--- config.mk ---
export PLATFORM = sky130hd
export DESIGN_NAME = per_source_connection_limiter
export DESIGN_NICKNAME = d
export VERILOG_FILES = /design/src/rtl/psl_pkg.sv /design/src/rtl/psl_tag_scan.sv /design/src/rtl/psl_entry_rmw.sv /design/src/rtl/per_source_connection_limiter.sv
export SDC_FILE = /design/constraint.sdc
export NUM_CORES = 2
export LEC_CHECK = 0
export ABC_AREA = 1
export BUFFER_PORTS_ARGS = -buffer_cell sky130_fd_sc_hd__buf_4
export CORE_ASPECT_RATIO = 0.5
export CORE_MARGIN = 2
export CORE_UTILIZATION = 50
export CTS_CLUSTER_DIAMETER = 100
export CTS_CLUSTER_SIZE = 14
export DETAILED_ROUTE_END_ITERATION = 8
export GPL_TIMING_DRIVEN = 0
export HOLD_SLACK_MARGIN = 0.02
export PLACE_DENSITY = 0.65
export REMOVE_ABC_BUFFERS = 1
export SLEW_MARGIN = 5
export SYNTH_ARGS = -nofsm -noshare
export SYNTH_HDL_FRONTEND = slang
export SYNTH_SLANG_ARGS = --single-unit
--- constraint.sdc ---
create_clock -name clock -period 14.9 [get_ports clock]
set_clock_uncertainty 0.05 [all_clocks]
set_input_delay 1.49 -clock clock [delete_from_list [all_inputs] [get_ports clock]]
set_output_delay 1.49 -clock clock [all_outputs]
set_load 0.03 [all_outputs]
--- src/rtl/psl_pkg.sv ---
// Package for the per-source connection limiter: field widths, register codes,
// reset values, the state machine encoding and the structs shared between modules.
// No dependencies.
package psl_pkg;

   localparam int IP_W    = 32;
   localparam int TIME_W  = 48;
   localparam int COUNT_W = 4;
   localparam int CSR_IDX_W  = 3;
   localparam int CSR_DATA_W = 24;

   localparam logic [COUNT_W-1:0] COUNT_MAX = 4'hF;
   localparam logic [COUNT_W-1:0] COUNT_ONE = 4'h1;
   localparam logic [TIME_W-1:0]  TIME_MAX  = 48'hFFFF_FFFF_FFFF;

   localparam logic [CSR_IDX_W-1:0] CSR_WINDOW  = 3'd0;
   localparam logic [CSR_IDX_W-1:0] CSR_LIMIT   = 3'd1;
   localparam logic [CSR_IDX_W-1:0] CSR_BURST   = 3'd2;
   localparam logic [CSR_IDX_W-1:0] CSR_BLOCK   = 3'd3;
   localparam logic [CSR_IDX_W-1:0] CSR_PENALTY = 3'd4;

   localparam logic [15:0] WINDOW_RST  = 16'd5000;
   localparam logic [3:0]  LIMIT_RST   = 4'd5;
   localparam logic [15:0] BURST_RST   = 16'd500;
   localparam logic [23:0] BLOCK_RST   = 24'd3000;
   localparam logic [15:0] PENALTY_RST = 16'd250;

   typedef struct packed {
      logic [15:0] window_ms;
      logic [3:0]  attempt_limit;
      logic [15:0] burst_ms;
      logic [23:0] block_ms;
      logic [15:0] penalty_ms;
   } psl_cfg_type;

   typedef struct packed {
      logic [TIME_W-1:0]  last_time;
      logic [TIME_W-1:0]  blocked_until;
      logic [COUNT_W-1:0] count;
   } psl_rec_type;

   typedef struct packed {
      logic rd_en;
      logic calc_en;
      logic upd_en;
      logic alloc_en;
   } psl_rmw_ctrl_type;

   typedef struct packed {
      logic done;
      logic hit;
   } psl_scan_sts_type;

   typedef enum logic [2:0] {
      ST_IDLE,
      ST_SCAN,
      ST_CALC,
      ST_UPDATE,
      ST_FINISH
   } psl_state_type;

endpackage

--- src/rtl/psl_tag_scan.sv ---
// Source address memory and its sequential lookup, one entry compared per cycle.
// Depends on psl_pkg.
module psl_tag_scan #(
   parameter int TABLE_ENTRIES = 16
) (
   input  logic                                   clock,
   input  logic                                   reset,
   input  logic                                   start,
   input  logic [psl_pkg::IP_W-1:0]               ip,
   input  logic [$clog2(TABLE_ENTRIES+1)-1:0]     fill,
   input  logic                                   wr_en,
   input  logic [$clog2(TABLE_ENTRIES)-1:0]       wr_idx,
   output psl_pkg::psl_scan_sts_type              sts,
   output logic [$clog2(TABLE_ENTRIES)-1:0]       hit_idx
);
   import psl_pkg::*;

   localparam int IDX_W = $clog2(TABLE_ENTRIES);
   localparam int CNT_W = $clog2(TABLE_ENTRIES + 1);

   logic [IP_W-1:0]  tag_mem [TABLE_ENTRIES];
   logic [IP_W-1:0]  tag_q_ff;
   logic [CNT_W-1:0] issue_ff, issue_in;
   logic             busy_ff, busy_in;
   logic             cmp_vld_ff, cmp_vld_in;
   logic [IDX_W-1:0] cmp_idx_ff, cmp_idx_in;
   logic             hit_now, all_issued, done, rd_en;

   assign hit_now    = busy_ff && cmp_vld_ff && (tag_q_ff == ip);
   assign all_issued = (issue_ff == fill);
   assign done       = busy_ff && (hit_now || all_issued);
   assign rd_en      = busy_ff && !hit_now && !all_issued;

   always_comb begin
      busy_in    = busy_ff;
      issue_in   = issue_ff;
      cmp_vld_in = cmp_vld_ff;
      cmp_idx_in = cmp_idx_ff;
      if (start) begin
         busy_in    = 1'b1;
         issue_in   = '0;
         cmp_vld_in = 1'b0;
      end else if (rd_en) begin
         issue_in   = issue_ff + CNT_W'(1);
         cmp_vld_in = 1'b1;
         cmp_idx_in = issue_ff[IDX_W-1:0];
      end else if (done) begin
         busy_in    = 1'b0;
         cmp_vld_in = 1'b0;
      end
   end

   always_ff @(posedge clock) begin
      if (reset) begin
         busy_ff    <= 1'b0;
         cmp_vld_ff <= 1'b0;
         issue_ff   <= '0;
      end else begin
         busy_ff    <= busy_in;
         cmp_vld_ff <= cmp_vld_in;
         issue_ff   <= issue_in;
      end
   end

   always_ff @(posedge clock) begin
      cmp_idx_ff <= cmp_idx_in;
   end

   always_ff @(posedge clock) begin
      if (wr_en) begin
         tag_mem[wr_idx] <= ip;
      end
      if (rd_en) begin
         tag_q_ff <= tag_mem[issue_ff[IDX_W-1:0]];
      end
   end

   assign sts.done = done;
   assign sts.hit  = hit_now;
   assign hit_idx  = cmp_idx_ff;

endmodule

--- src/rtl/psl_entry_rmw.sv ---
// Per-address record memory with its read, two-stage update and write-back path.
// Depends on psl_pkg.
module psl_entry_rmw #(
   parameter int TABLE_ENTRIES = 16
) (
   input  logic                               clock,
   input  psl_pkg::psl_rmw_ctrl_type          ctrl,
   input  logic [$clog2(TABLE_ENTRIES)-1:0]   idx,
   input  logic [psl_pkg::TIME_W-1:0]         now,
   input  psl_pkg::psl_cfg_type               cfg,
   output logic                               accept
);
   import psl_pkg::*;

   psl_rec_type        rec_mem [TABLE_ENTRIES];
   psl_rec_type        rec_q_ff;
   psl_rec_type        wr_rec;
   logic               wr_en;

   logic               blocked_ff;
   logic [TIME_W-1:0]  ext_ff, fresh_ff, gap_ff;
   logic [COUNT_W-1:0] cnt_inc_ff;

   logic [TIME_W:0]    ext_sum, fresh_sum;
   logic               in_window, over_limit, in_burst;
   psl_rec_type        upd_rec;

   assign ext_sum   = {1'b0, rec_q_ff.blocked_until} + {(TIME_W - 15)'(0), cfg.penalty_ms};
   assign fresh_sum = {1'b0, now} + {(TIME_W - 23)'(0), cfg.block_ms};

   always_ff @(posedge clock) begin
      if (ctrl.rd_en) begin
         rec_q_ff <= rec_mem[idx];
      end
      if (wr_en) begin
         rec_mem[idx] <= wr_rec;
      end
   end

   always_ff @(posedge clock) begin
      if (ctrl.calc_en) begin
         blocked_ff <= rec_q_ff.blocked_until > now;
         ext_ff     <= ext_sum[TIME_W] ? TIME_MAX : ext_sum[TIME_W-1:0];
         fresh_ff   <= fresh_sum[TIME_W] ? TIME_MAX : fresh_sum[TIME_W-1:0];
         gap_ff     <= (now >= rec_q_ff.last_time) ? (now - rec_q_ff.last_time) : '0;
         cnt_inc_ff <= (rec_q_ff.count == COUNT_MAX) ? COUNT_MAX
                                                     : (rec_q_ff.count + COUNT_ONE);
      end
   end

   assign in_window  = gap_ff <= {(TIME_W - 16)'(0), cfg.window_ms};
   assign in_burst   = gap_ff <= {(TIME_W - 16)'(0), cfg.burst_ms};
   assign over_limit = cnt_inc_ff > cfg.attempt_limit;

   always_comb begin
      upd_rec = rec_q_ff;
      accept  = 1'b1;
      if (blocked_ff) begin
         upd_rec.blocked_until = ext_ff;
         accept                = 1'b0;
      end else begin
         upd_rec.last_time = now;
         if (in_window) begin
            if (over_limit) begin
               upd_rec.count = '0;
               if (in_burst) begin
                  upd_rec.blocked_until = fresh_ff;
                  accept                = 1'b0;
               end
            end else begin
               upd_rec.count = cnt_inc_ff;
            end
         end else begin
            upd_rec.count = COUNT_ONE;
         end
      end
   end

   always_comb begin
      wr_en  = ctrl.upd_en || ctrl.alloc_en;
      wr_rec = upd_rec;
      if (ctrl.alloc_en) begin
         wr_rec.last_time     = now;
         wr_rec.blocked_until = '0;
         wr_rec.count         = COUNT_ONE;
      end
   end

endmodule

--- src/rtl/per_source_connection_limiter.sv ---
// Top level of the per-source connection limiter: registers, control sequencer,
// fill count and result register. Depends on psl_pkg, psl_tag_scan and psl_entry_rmw.
//
//   Port group   Direction  Handshake          Payload
//   req_         in         req_valid/ready    client_ip, now_ms
//   rsp_         out        rsp_valid/ready    accept, untracked
//   csr_         in         csr_wr_en          csr_index, csr_wdata
//
// One beat is handled at a time. After the request beat the address memory is read one entry
// per cycle until a match or until all stored addresses (fill) have been compared; on a hit the
// record is then read, recalculated and written back (ST_CALC, ST_UPDATE) before ST_FINISH
// loads the result and raises rsp_valid. The next request beat is taken back in ST_IDLE.
// Reset clears the registers to their defaults and empties the table at once.
// A waiting result never blocks the next request; only a second result stalls.
module per_source_connection_limiter #(
   parameter int TABLE_ENTRIES = 16
) (
   input  logic                               clock,
   input  logic                               reset,
   input  logic                               req_valid,
   output logic                               req_ready,
   input  logic [psl_pkg::IP_W-1:0]           req_client_ip,
   input  logic [psl_pkg::TIME_W-1:0]         req_now_ms,
   output logic                               rsp_valid,
   input  logic                               rsp_ready,
   output logic                               rsp_accept,
   output logic                               rsp_untracked,
   input  logic                               csr_wr_en,
   input  logic [psl_pkg::CSR_IDX_W-1:0]      csr_index,
   input  logic [psl_pkg::CSR_DATA_W-1:0]     csr_wdata
);
   import psl_pkg::*;

   localparam int IDX_W = $clog2(TABLE_ENTRIES);
   localparam int CNT_W = $clog2(TABLE_ENTRIES + 1);

   psl_state_type     state_ff, state_in;
   psl_cfg_type       cfg_ff;
   logic [CNT_W-1:0]  fill_ff, fill_in;
   logic [IP_W-1:0]   ip_ff;
   logic [TIME_W-1:0] now_ff;
   logic              res_accept_ff, res_accept_in;
   logic              res_untracked_ff, res_untracked_in;
   logic              rsp_valid_ff, rsp_valid_in;
   logic              rsp_accept_ff, rsp_untracked_ff;

   logic              req_beat, rsp_load, scan_start, table_full;
   psl_scan_sts_type  scan_sts;
   logic [IDX_W-1:0]  hit_idx, rec_idx;
   psl_rmw_ctrl_type  rmw_ctrl;
   logic              upd_accept;

   assign req_beat   = req_valid && req_ready;
   assign table_full = (fill_ff == CNT_W'(TABLE_ENTRIES));
   assign rsp_load   = (state_ff == ST_FINISH) && (!rsp_valid_ff || rsp_ready);

   always_comb begin
      state_in = state_ff;
      case (state_ff)
         ST_IDLE: begin
            if (req_valid) begin
               state_in = ST_SCAN;
            end
         end
         ST_SCAN: begin
            if (scan_sts.done) begin
               state_in = scan_sts.hit ? ST_CALC : ST_FINISH;
            end
         end
         ST_CALC:   state_in = ST_UPDATE;
         ST_UPDATE: state_in = ST_FINISH;
         ST_FINISH: begin
            if (rsp_load) begin
               state_in = ST_IDLE;
            end
         end
         default:   state_in = ST_IDLE;
      endcase
   end

   always_comb begin
      req_ready        = (state_ff == ST_IDLE);
      scan_start       = 1'b0;
      rmw_ctrl         = '0;
      rec_idx          = hit_idx;
      fill_in          = fill_ff;
      res_accept_in    = res_accept_ff;
      res_untracked_in = res_untracked_ff;
      case (state_ff)
         ST_IDLE: begin
            scan_start = req_valid;
         end
         ST_SCAN: begin
            if (scan_sts.done) begin
               if (scan_sts.hit) begin
                  rmw_ctrl.rd_en = 1'b1;
               end else begin
                  res_accept_in    = 1'b1;
                  res_untracked_in = table_full;
                  if (!table_full) begin
                     rmw_ctrl.alloc_en = 1'b1;
                     rec_idx           = fill_ff[IDX_W-1:0];
                     fill_in           = fill_ff + CNT_W'(1);
                  end
               end
            end
         end
         ST_CALC: begin
            rmw_ctrl.calc_en = 1'b1;
         end
         ST_UPDATE: begin
            rmw_ctrl.upd_en  = 1'b1;
            res_accept_in    = upd_accept;
            res_untracked_in = 1'b0;
         end
         default: begin
         end
      endcase
   end

   always_comb begin
      rsp_valid_in = rsp_valid_ff;
      if (rsp_load) begin
         rsp_valid_in = 1'b1;
      end else if (rsp_ready) begin
         rsp_valid_in = 1'b0;
      end
   end

   always_ff @(posedge clock) begin
      if (reset) begin
         state_ff            <= ST_IDLE;
         fill_ff             <= '0;
         rsp_valid_ff        <= 1'b0;
         cfg_ff.window_ms    <= WINDOW_RST;
         cfg_ff.attempt_limit <= LIMIT_RST;
         cfg_ff.burst_ms     <= BURST_RST;
         cfg_ff.block_ms     <= BLOCK_RST;
         cfg_ff.penalty_ms   <= PENALTY_RST;
      end else begin
         state_ff     <= state_in;
         fill_ff      <= fill_in;
         rsp_valid_ff <= rsp_valid_in;
         if (csr_wr_en) begin
            case (csr_index)
               CSR_WINDOW:  cfg_ff.window_ms     <= csr_wdata[15:0];
               CSR_LIMIT:   cfg_ff.attempt_limit <= csr_wdata[3:0];
               CSR_BURST:   cfg_ff.burst_ms      <= csr_wdata[15:0];
               CSR_BLOCK:   cfg_ff.block_ms      <= csr_wdata[23:0];
               CSR_PENALTY: cfg_ff.penalty_ms    <= csr_wdata[15:0];
               default: begin
               end
            endcase
         end
      end
   end

   always_ff @(posedge clock) begin
      if (req_beat) begin
         ip_ff  <= req_client_ip;
         now_ff <= req_now_ms;
      end
      res_accept_ff    <= res_accept_in;
      res_untracked_ff <= res_untracked_in;
      if (rsp_load) begin
         rsp_accept_ff    <= res_accept_ff;
         rsp_untracked_ff <= res_untracked_ff;
      end
   end

   psl_tag_scan #(
      .TABLE_ENTRIES (TABLE_ENTRIES)
   ) u_tag_scan (
      .clock   (clock),
      .reset   (reset),
      .start   (scan_start),
      .ip      (ip_ff),
      .fill    (fill_ff),
      .wr_en   (rmw_ctrl.alloc_en),
      .wr_idx  (rec_idx),
      .sts     (scan_sts),
      .hit_idx (hit_idx)
   );

   psl_entry_rmw #(
      .TABLE_ENTRIES (TABLE_ENTRIES)
   ) u_entry_rmw (
      .clock  (clock),
      .ctrl   (rmw_ctrl),
      .idx    (rec_idx),
      .now    (now_ff),
      .cfg    (cfg_ff),
      .accept (upd_accept)
   );

   assign rsp_valid     = rsp_valid_ff;
   assign rsp_accept    = rsp_accept_ff;
   assign rsp_untracked = rsp_untracked_ff;

   a_beat_starts_scan: assert property (@(posedge clock) disable iff (reset)
      req_beat |=> (state_ff == ST_SCAN))
      else $error("accepted request did not start a lookup");

   a_alloc_grows_fill: assert property (@(posedge clock) disable iff (reset)
      rmw_ctrl.alloc_en |=> (fill_ff == $past(fill_ff) + CNT_W'(1)))
      else $error("allocation did not advance the fill count");

   a_rsp_from_finish: assert property (@(posedge clock) disable iff (reset)
      $rose(rsp_valid_ff) |-> $past(state_ff == ST_FINISH))
      else $error("result raised outside the finishing step");

   a_untracked_accepts: assert property (@(posedge clock) disable iff (reset)
      (rsp_valid && rsp_untracked) |-> (rsp_accept && $past(table_full)))
      else $error("untracked result without a full table or refused");

endmodule

Yosys cells after proc, flatten, opt, wreduce, memory -nomap -nowiden. Memory sizes are Yosys's and may differ from the RTL's. A register that Yosys moved wholly into a read port is not among the register bits. Cells that the tools add are included.

Bits in registers: 329. Bits in writable memories: 2112. Input port bits: 112. Output and inout port bits: 4. Logic and storage cells: 134. Memories: 2.

Memories: u_entry_rmw.rec_mem (words 16, width 100, rd ports 1, clocked after memory_dff 1, wr ports 1, line psl_entry_rmw.sv:15) `psl_rec_type rec_mem [TABLE_ENTRIES];`; u_tag_scan.tag_mem (words 16, width 32, rd ports 1, clocked after memory_dff 1, wr ports 1, line psl_tag_scan.sv:21) `logic [IP_W-1:0] tag_mem [TABLE_ENTRIES];`.

Add/sub/neg operators: 6. Order comparisons: 5. Equality and inequality tests: 17. Mux-type cells: 48. Bitwise operators: 3. Reductions and logical operators: 30.

Operators with widths (count): $mux W48 (5); $mux W100 (1); $le A48 B16 Y1 (2); $add A48 B16 Y49 (1); $add A48 B24 Y49 (1); $ge A48 B48 Y1 (1); $gt A48 B48 Y1 (1); $sub A48 B48 Y48 (1); $eq A32 B32 Y1 (1); $mux W1 (28); $mux W4 (7); $pmux W3 S5 (1); $reduce_and A2 Y1 (7); $eq A3 B2 Y1 const B (4); $mux W3 (4); $add A5 B1 Y5 const B (2); $ne A2 B2 Y1 const B (4); $reduce_bool A2 Y1 (4); $logic_and A1 B1 Y1 (7); $eq A3 B1 Y1 const B (2); $eq A3 B3 Y1 const B (2); $logic_not A3 Y1 (2); $reduce_and A3 Y1 (2); $eq A5 B5 Y1 (1); 11 further kinds (18).

Logic depth before layout (Yosys ltp).
Depth after elaboration: 9. Mapped depth: 24. Depth with buffers taken out: 21.

Cells and area by module. From an unflattened synthesis, not the netlist that was laid out.

Cell total of the unflattened synthesis: 8345. Area total of the unflattened synthesis: 106913.8 µm².

Modules (own cells, without submodules): psl_entry_rmw (instances 1, cells an instance 6133, area an instance 78970.7 µm², sequential area each 55523.3 µm²); psl_tag_scan (instances 1, cells an instance 1691, area an instance 22133.7 µm², sequential area each 16595.9 µm²); per_source_connection_limiter (instances 1, cells an instance 521, area an instance 5809.3 µm², sequential area each 4224.1 µm²).

Worst setup path after synthesis. OpenSTA, ideal clock, no wires.

Kind: reg2reg. Start: reg ip_ff[21]. End: mem u_entry_rmw.rec_mem[13][0] (netlist name), enable pin. Library setup time: 0.681 ns. Data arrival time: 9.003 ns. Data required time: 14.169 ns. Slack: 5.166 ns. Stages on the path, launching flop included: 16. Path buffers: 4. Period minus slack after synthesis: 9.734 ns. Cell sequence: edfxtp_1 > inv_1 > or2_2 > nand4_1 > nor2_1 > nand3_2 > nand4_2 > o21bai_1 > buf_4 > nand2_2 > buf_6 > buf_4 > buf_4 > inv_2 > nand2_2 > nor3_1.

Word-level cells in the longest chain between the ends: 9. Elaborated cells between the ends (all ways): 13. Classes of those cells: eq/ne: 1; mux: 8; reduce/logical: 4.

RTL lines: start: declaration (line per_source_connection_limiter.sv:40) `logic [IP_W-1:0] ip_ff;`; start signal: assignment (line per_source_connection_limiter.sv:160) `ip_ff <= req_client_ip;`; $eq A32 B32 Y1 (*) (line psl_tag_scan.sv:29) `assign hit_now = busy_ff && cmp_vld_ff && (tag_q_ff == ip);`; $logic_and A1 B1 Y1 (*) (line psl_tag_scan.sv:29); $logic_or A1 B1 Y1 (line psl_tag_scan.sv:31) `assign done = busy_ff && (hit_now || all_issued);`; $logic_and A1 B1 Y1 (line psl_tag_scan.sv:31); $mux W1 (line per_source_connection_limiter.sv:94) `if (scan_sts.done) begin`; $mux W1 (line per_source_connection_limiter.sv:89) `case (state_ff)`; $logic_or A1 B1 Y1 (line psl_entry_rmw.sv:80) `wr_en = ctrl.upd_en || ctrl.alloc_en;`; $mux W1 (line psl_entry_rmw.sv:35) `if (wr_en) begin`; $mux W1 (not written as such) (line psl_entry_rmw.sv:36) `rec_mem[idx] <= wr_rec;`; end: declaration (line psl_entry_rmw.sv:15).

Mark *: on every way between the ends. The rest lies on a longest branch, timed or not.

Worst setup path after layout.
Start: reg u_tag_scan.issue_ff[2]. End: mem u_entry_rmw.rec_mem[1][68] (netlist name), enable pin.

Word-level cells in the longest chain between the ends: 8. Elaborated cells between the ends (all ways): 10. Classes of those cells: eq/ne: 1; mux: 6; reduce/logical: 3.

RTL lines: start: declaration (line psl_tag_scan.sv:23) `logic [CNT_W-1:0] issue_ff, issue_in;`; start signal: assignment (line psl_tag_scan.sv:61) `issue_ff <= issue_in;`; $eq A5 B5 Y1 (*) (line psl_tag_scan.sv:30) `assign all_issued = (issue_ff == fill);`; $logic_or A1 B1 Y1 (*) (line psl_tag_scan.sv:31); $logic_and A1 B1 Y1 (*) (line psl_tag_scan.sv:31); $mux W1 (line per_source_connection_limiter.sv:94); $mux W1 (line per_source_connection_limiter.sv:89); $logic_or A1 B1 Y1 (line psl_entry_rmw.sv:80); $mux W1 (line psl_entry_rmw.sv:35); $mux W1 (not written as such) (line psl_entry_rmw.sv:36).

Marks and branches as above.

==> qor.yml <==
io_buffers: 115
die_w_um: 679
ctsHoldBuffers: 0
crit_required_ns: 15.44
tritoncts: "built"
rsz0062_at_grt: "no"
yosys_warnings: 0
netlist_area_um2: 114000
finalInstanceArea_um2: 128000
period_minus_slack_ns: 8.27
clock_path_buffers: 4
grt_start_max_net_pins: 152
grt_pass1_wl_um: 468000
cts_resized: 0
synth_edf_count: 2481
synth_top_area_share_pct: 65.5
synth_most_common_cell: "nand2_1"
synth_cell_type_count: 49
io_pins: 116
final-setup-viol-count: 0
drive_gt1_share_pct: 8.26
netlist_top_cells_area: "edfxtp_1 (65%), nand2_1 (14%), nand3_1 (4.3%), o21ai_0 (2.2%), inv_1 (2.1%)"
synth-seq-cells: 2573
syn_avg_cell_area_um2: 10.4
cellLeakagePower_nw: 51.1
max_freq_mhz: 121
yosys-top-cells-count: "nand2_1 (4,182), edfxtp_1 (2,481), nand3_1 (976), inv_1 (649), nor2_1 (534)"
grt.total_usage_pct: 26.6
total_power_w: 0.0140
end_kind: "register"
final_nets: 11500
rows: 123
cp.arrival_ns: 8.81
synth_ff_type: "edfxtp_1"
holdCritPathClass: "reg2reg"
die_h_um: 341
timing_hold_violations_final: 0
grt_pass1_vias: 73900
finalCritPeriodShare_pct: 55.5
coreArea_um2: 226000
avgRoutedWirePerCell_um: 22.1
cts.clk_slew.worst_paths_ns: 0.07
fin_hold_ws_ns: 0.411
power_density_nw_per_um2: 109
wl_um: 315000
overflow: 0
syn_inst: 11000
multi_input_area_um2: 32800
drc: 0
maxCapViolCount: 0
firstDrtPassIters: 6
maxSlewViolCount: 0
async_flop_share_pct: 0
initial_core_util_pct: 50.4
cts_buffers: 209
seq_area_um2: 76400
relSlewSlack_pct: 7.82
vias: 80600
cts_setup_buffers: 0
seq_area_frac_synth_pct: 67.1
antenna_cells: 0
drtIter0Drc: 9678
cts_root_buffer: "clkbuf_16"
cp_max_fo: 96
critPathLaunchType: "register"
critPathKind: "reg2reg"
dpl.hpwl_um: 207000
htree_levels: 4
area_growth_pct: 12.4
tns_ns: 0
ant_nets: 0
status: "completed"
ir_worst_vdd_v: 0.0000918
yosysTopAreaCell: "edfxtp_1"
clk_latency_ns: 0.88
viasPerCell: 5.64
place.gp.congestion: 0.915
antenna_found_initial: 3
die_area_um2: 232000
cts.sinks: 2573
fillCellCount: 18500
placedInstanceArea_um2: 122000
worstMarginPinSlew_ns: 1.38
## cell families after synthesis
| group | synth area share, % |
|---|---|
| xor+xnor | 0.523 |
| fa+ha+maj | 1.99 |
| compound gates | 5.08 |
| buf+inv | 4.42 |
| flops | 67.1 |
| simple gates | 20.9 |
## registers in the layout, summed over array words and instances, names as in the netlist, 5 cells and up
register / cells
u_entry_rmw.rec_mem: 1600
u_tag_scan.tag_mem: 512
u_entry_rmw.rec_q_ff: 100
cfg_ff: 76
now_ff: 48
u_entry_rmw.ext_ff: 48
u_entry_rmw.fresh_ff: 48
u_entry_rmw.gap_ff: 48
ip_ff: 32
u_tag_scan.tag_q_ff: 32
fill_ff: 5
u_tag_scan.issue_ff: 5
## path summary, 6_finish.rpt
path                            slack (ns)                                   end                           startpoint  cells past startpoint
worst max register to register        6.63  u_entry_rmw.rec_mem[1][68]$_DFFE_PP_  u_tag_scan.issue_ff[2]$_SDFFE_PP0P_                     21
worst min-delay path                  0.41               cfg_ff[54]$_SDFFE_PP0P_              cfg_ff[54]$_SDFFE_PP0P_                      2
worst max-delay path                  6.63  u_entry_rmw.rec_mem[1][68]$_DFFE_PP_  u_tag_scan.issue_ff[2]$_SDFFE_PP0P_                     21
worst min register to register        0.41               cfg_ff[54]$_SDFFE_PP0P_              cfg_ff[54]$_SDFFE_PP0P_                      2
## metal layers
| metal | up-vias | global-route usage (%) | part of all wire (%) |
|---|---|---|---|
| li1 | 37700 | - | - |
| met1 | 38900 | 39.3 | 43 |
| met2 | 3501 | 41.2 | 45 |
| met3 | 506 | 4.28 | 9.5 |
| met4 | 4 | 7.02 | 2.6 |
| met5 | - | 0 | 0.0086 |
## placed cells by master (no fill, tap or decap), types with 32 or more instances in the layout
master / Yosys / final
nor2_1: 534 / 523
dfxtp_1: 92 / 89
o21ai_0: 506 / 455
buf_6: 6 / 147
xor2_1: 38 / 38
o22ai_1: 77 / 77
o21ai_1: 1 / 52
o221ai_1: 58 / 58
a21oi_1: 297 / 281
nand4_1: 36 / 36
inv_1: 649 / 643
edfxtp_1: 2481 / 2481
clkbuf_16: 0 / 213
nor3_2: 2 / 35
or2_2: 32 / 32
clkbuf_1: 299 / 62
o211ai_1: 34 / 34
ha_1: 176 / 176
nand3_1: 976 / 975
buf_16: 0 / 51
buf_12: 0 / 66
buf_4: 38 / 301
nand2_1: 4182 / 4181
nor3_1: 99 / 66
## final cells by class
class / count / share of cell area [%]
clock buffers: 275 / 4.35
clock inverters: 3 / 0.0293
inverters: 664 / 1.97
multi-input cells: 7190 / 25.6
flip-flops and latches: 2573 / 59.7
well taps: 3000 / 2.93
repair buffers: 585 / 5.42
## where the power goes
part	switching (W)	total, W	leakage, nW	internal (W)
Sequential	0.0000691	0.00804	23.1	0.00797
Combinational	0.000631	0.000915	25.3	0.000284
Clock	0.00247	0.00505	2.72	0.00257
## through the flow
step	std cells	setup WS, ns	util (%)
floorplan	10400	-68.25	-
global placement	13500	-196.83	51.4
detailed placement	14000	7.05	54.2
CTS	14300	7.05	56.7
global route	14300	6.35	56.7
finish	14300	6.63	56.7
## worst max-delay path, cell delays in order (launching register included)
cell and delay (ns):
dfxtp_4 0.91, clkinv_1 1.31, nand2_1 0.29, a21oi_1 0.10, and3_1 0.20, nand4_2 0.17, nor2_4 0.08, inv_4 0.70
o21ai_4 0.36, buf_16 0.27, inv_8 0.25, buf_16 0.36, buf_16 0.38, nand2_2 0.29, nor3_2 0.67, buf_6 0.25
buf_4 0.23, buf_4 0.25, buf_6 0.21, buf_8 0.16, buf_6 0.16, buf_6 0.16
Power figures use the tool's default switching activity.
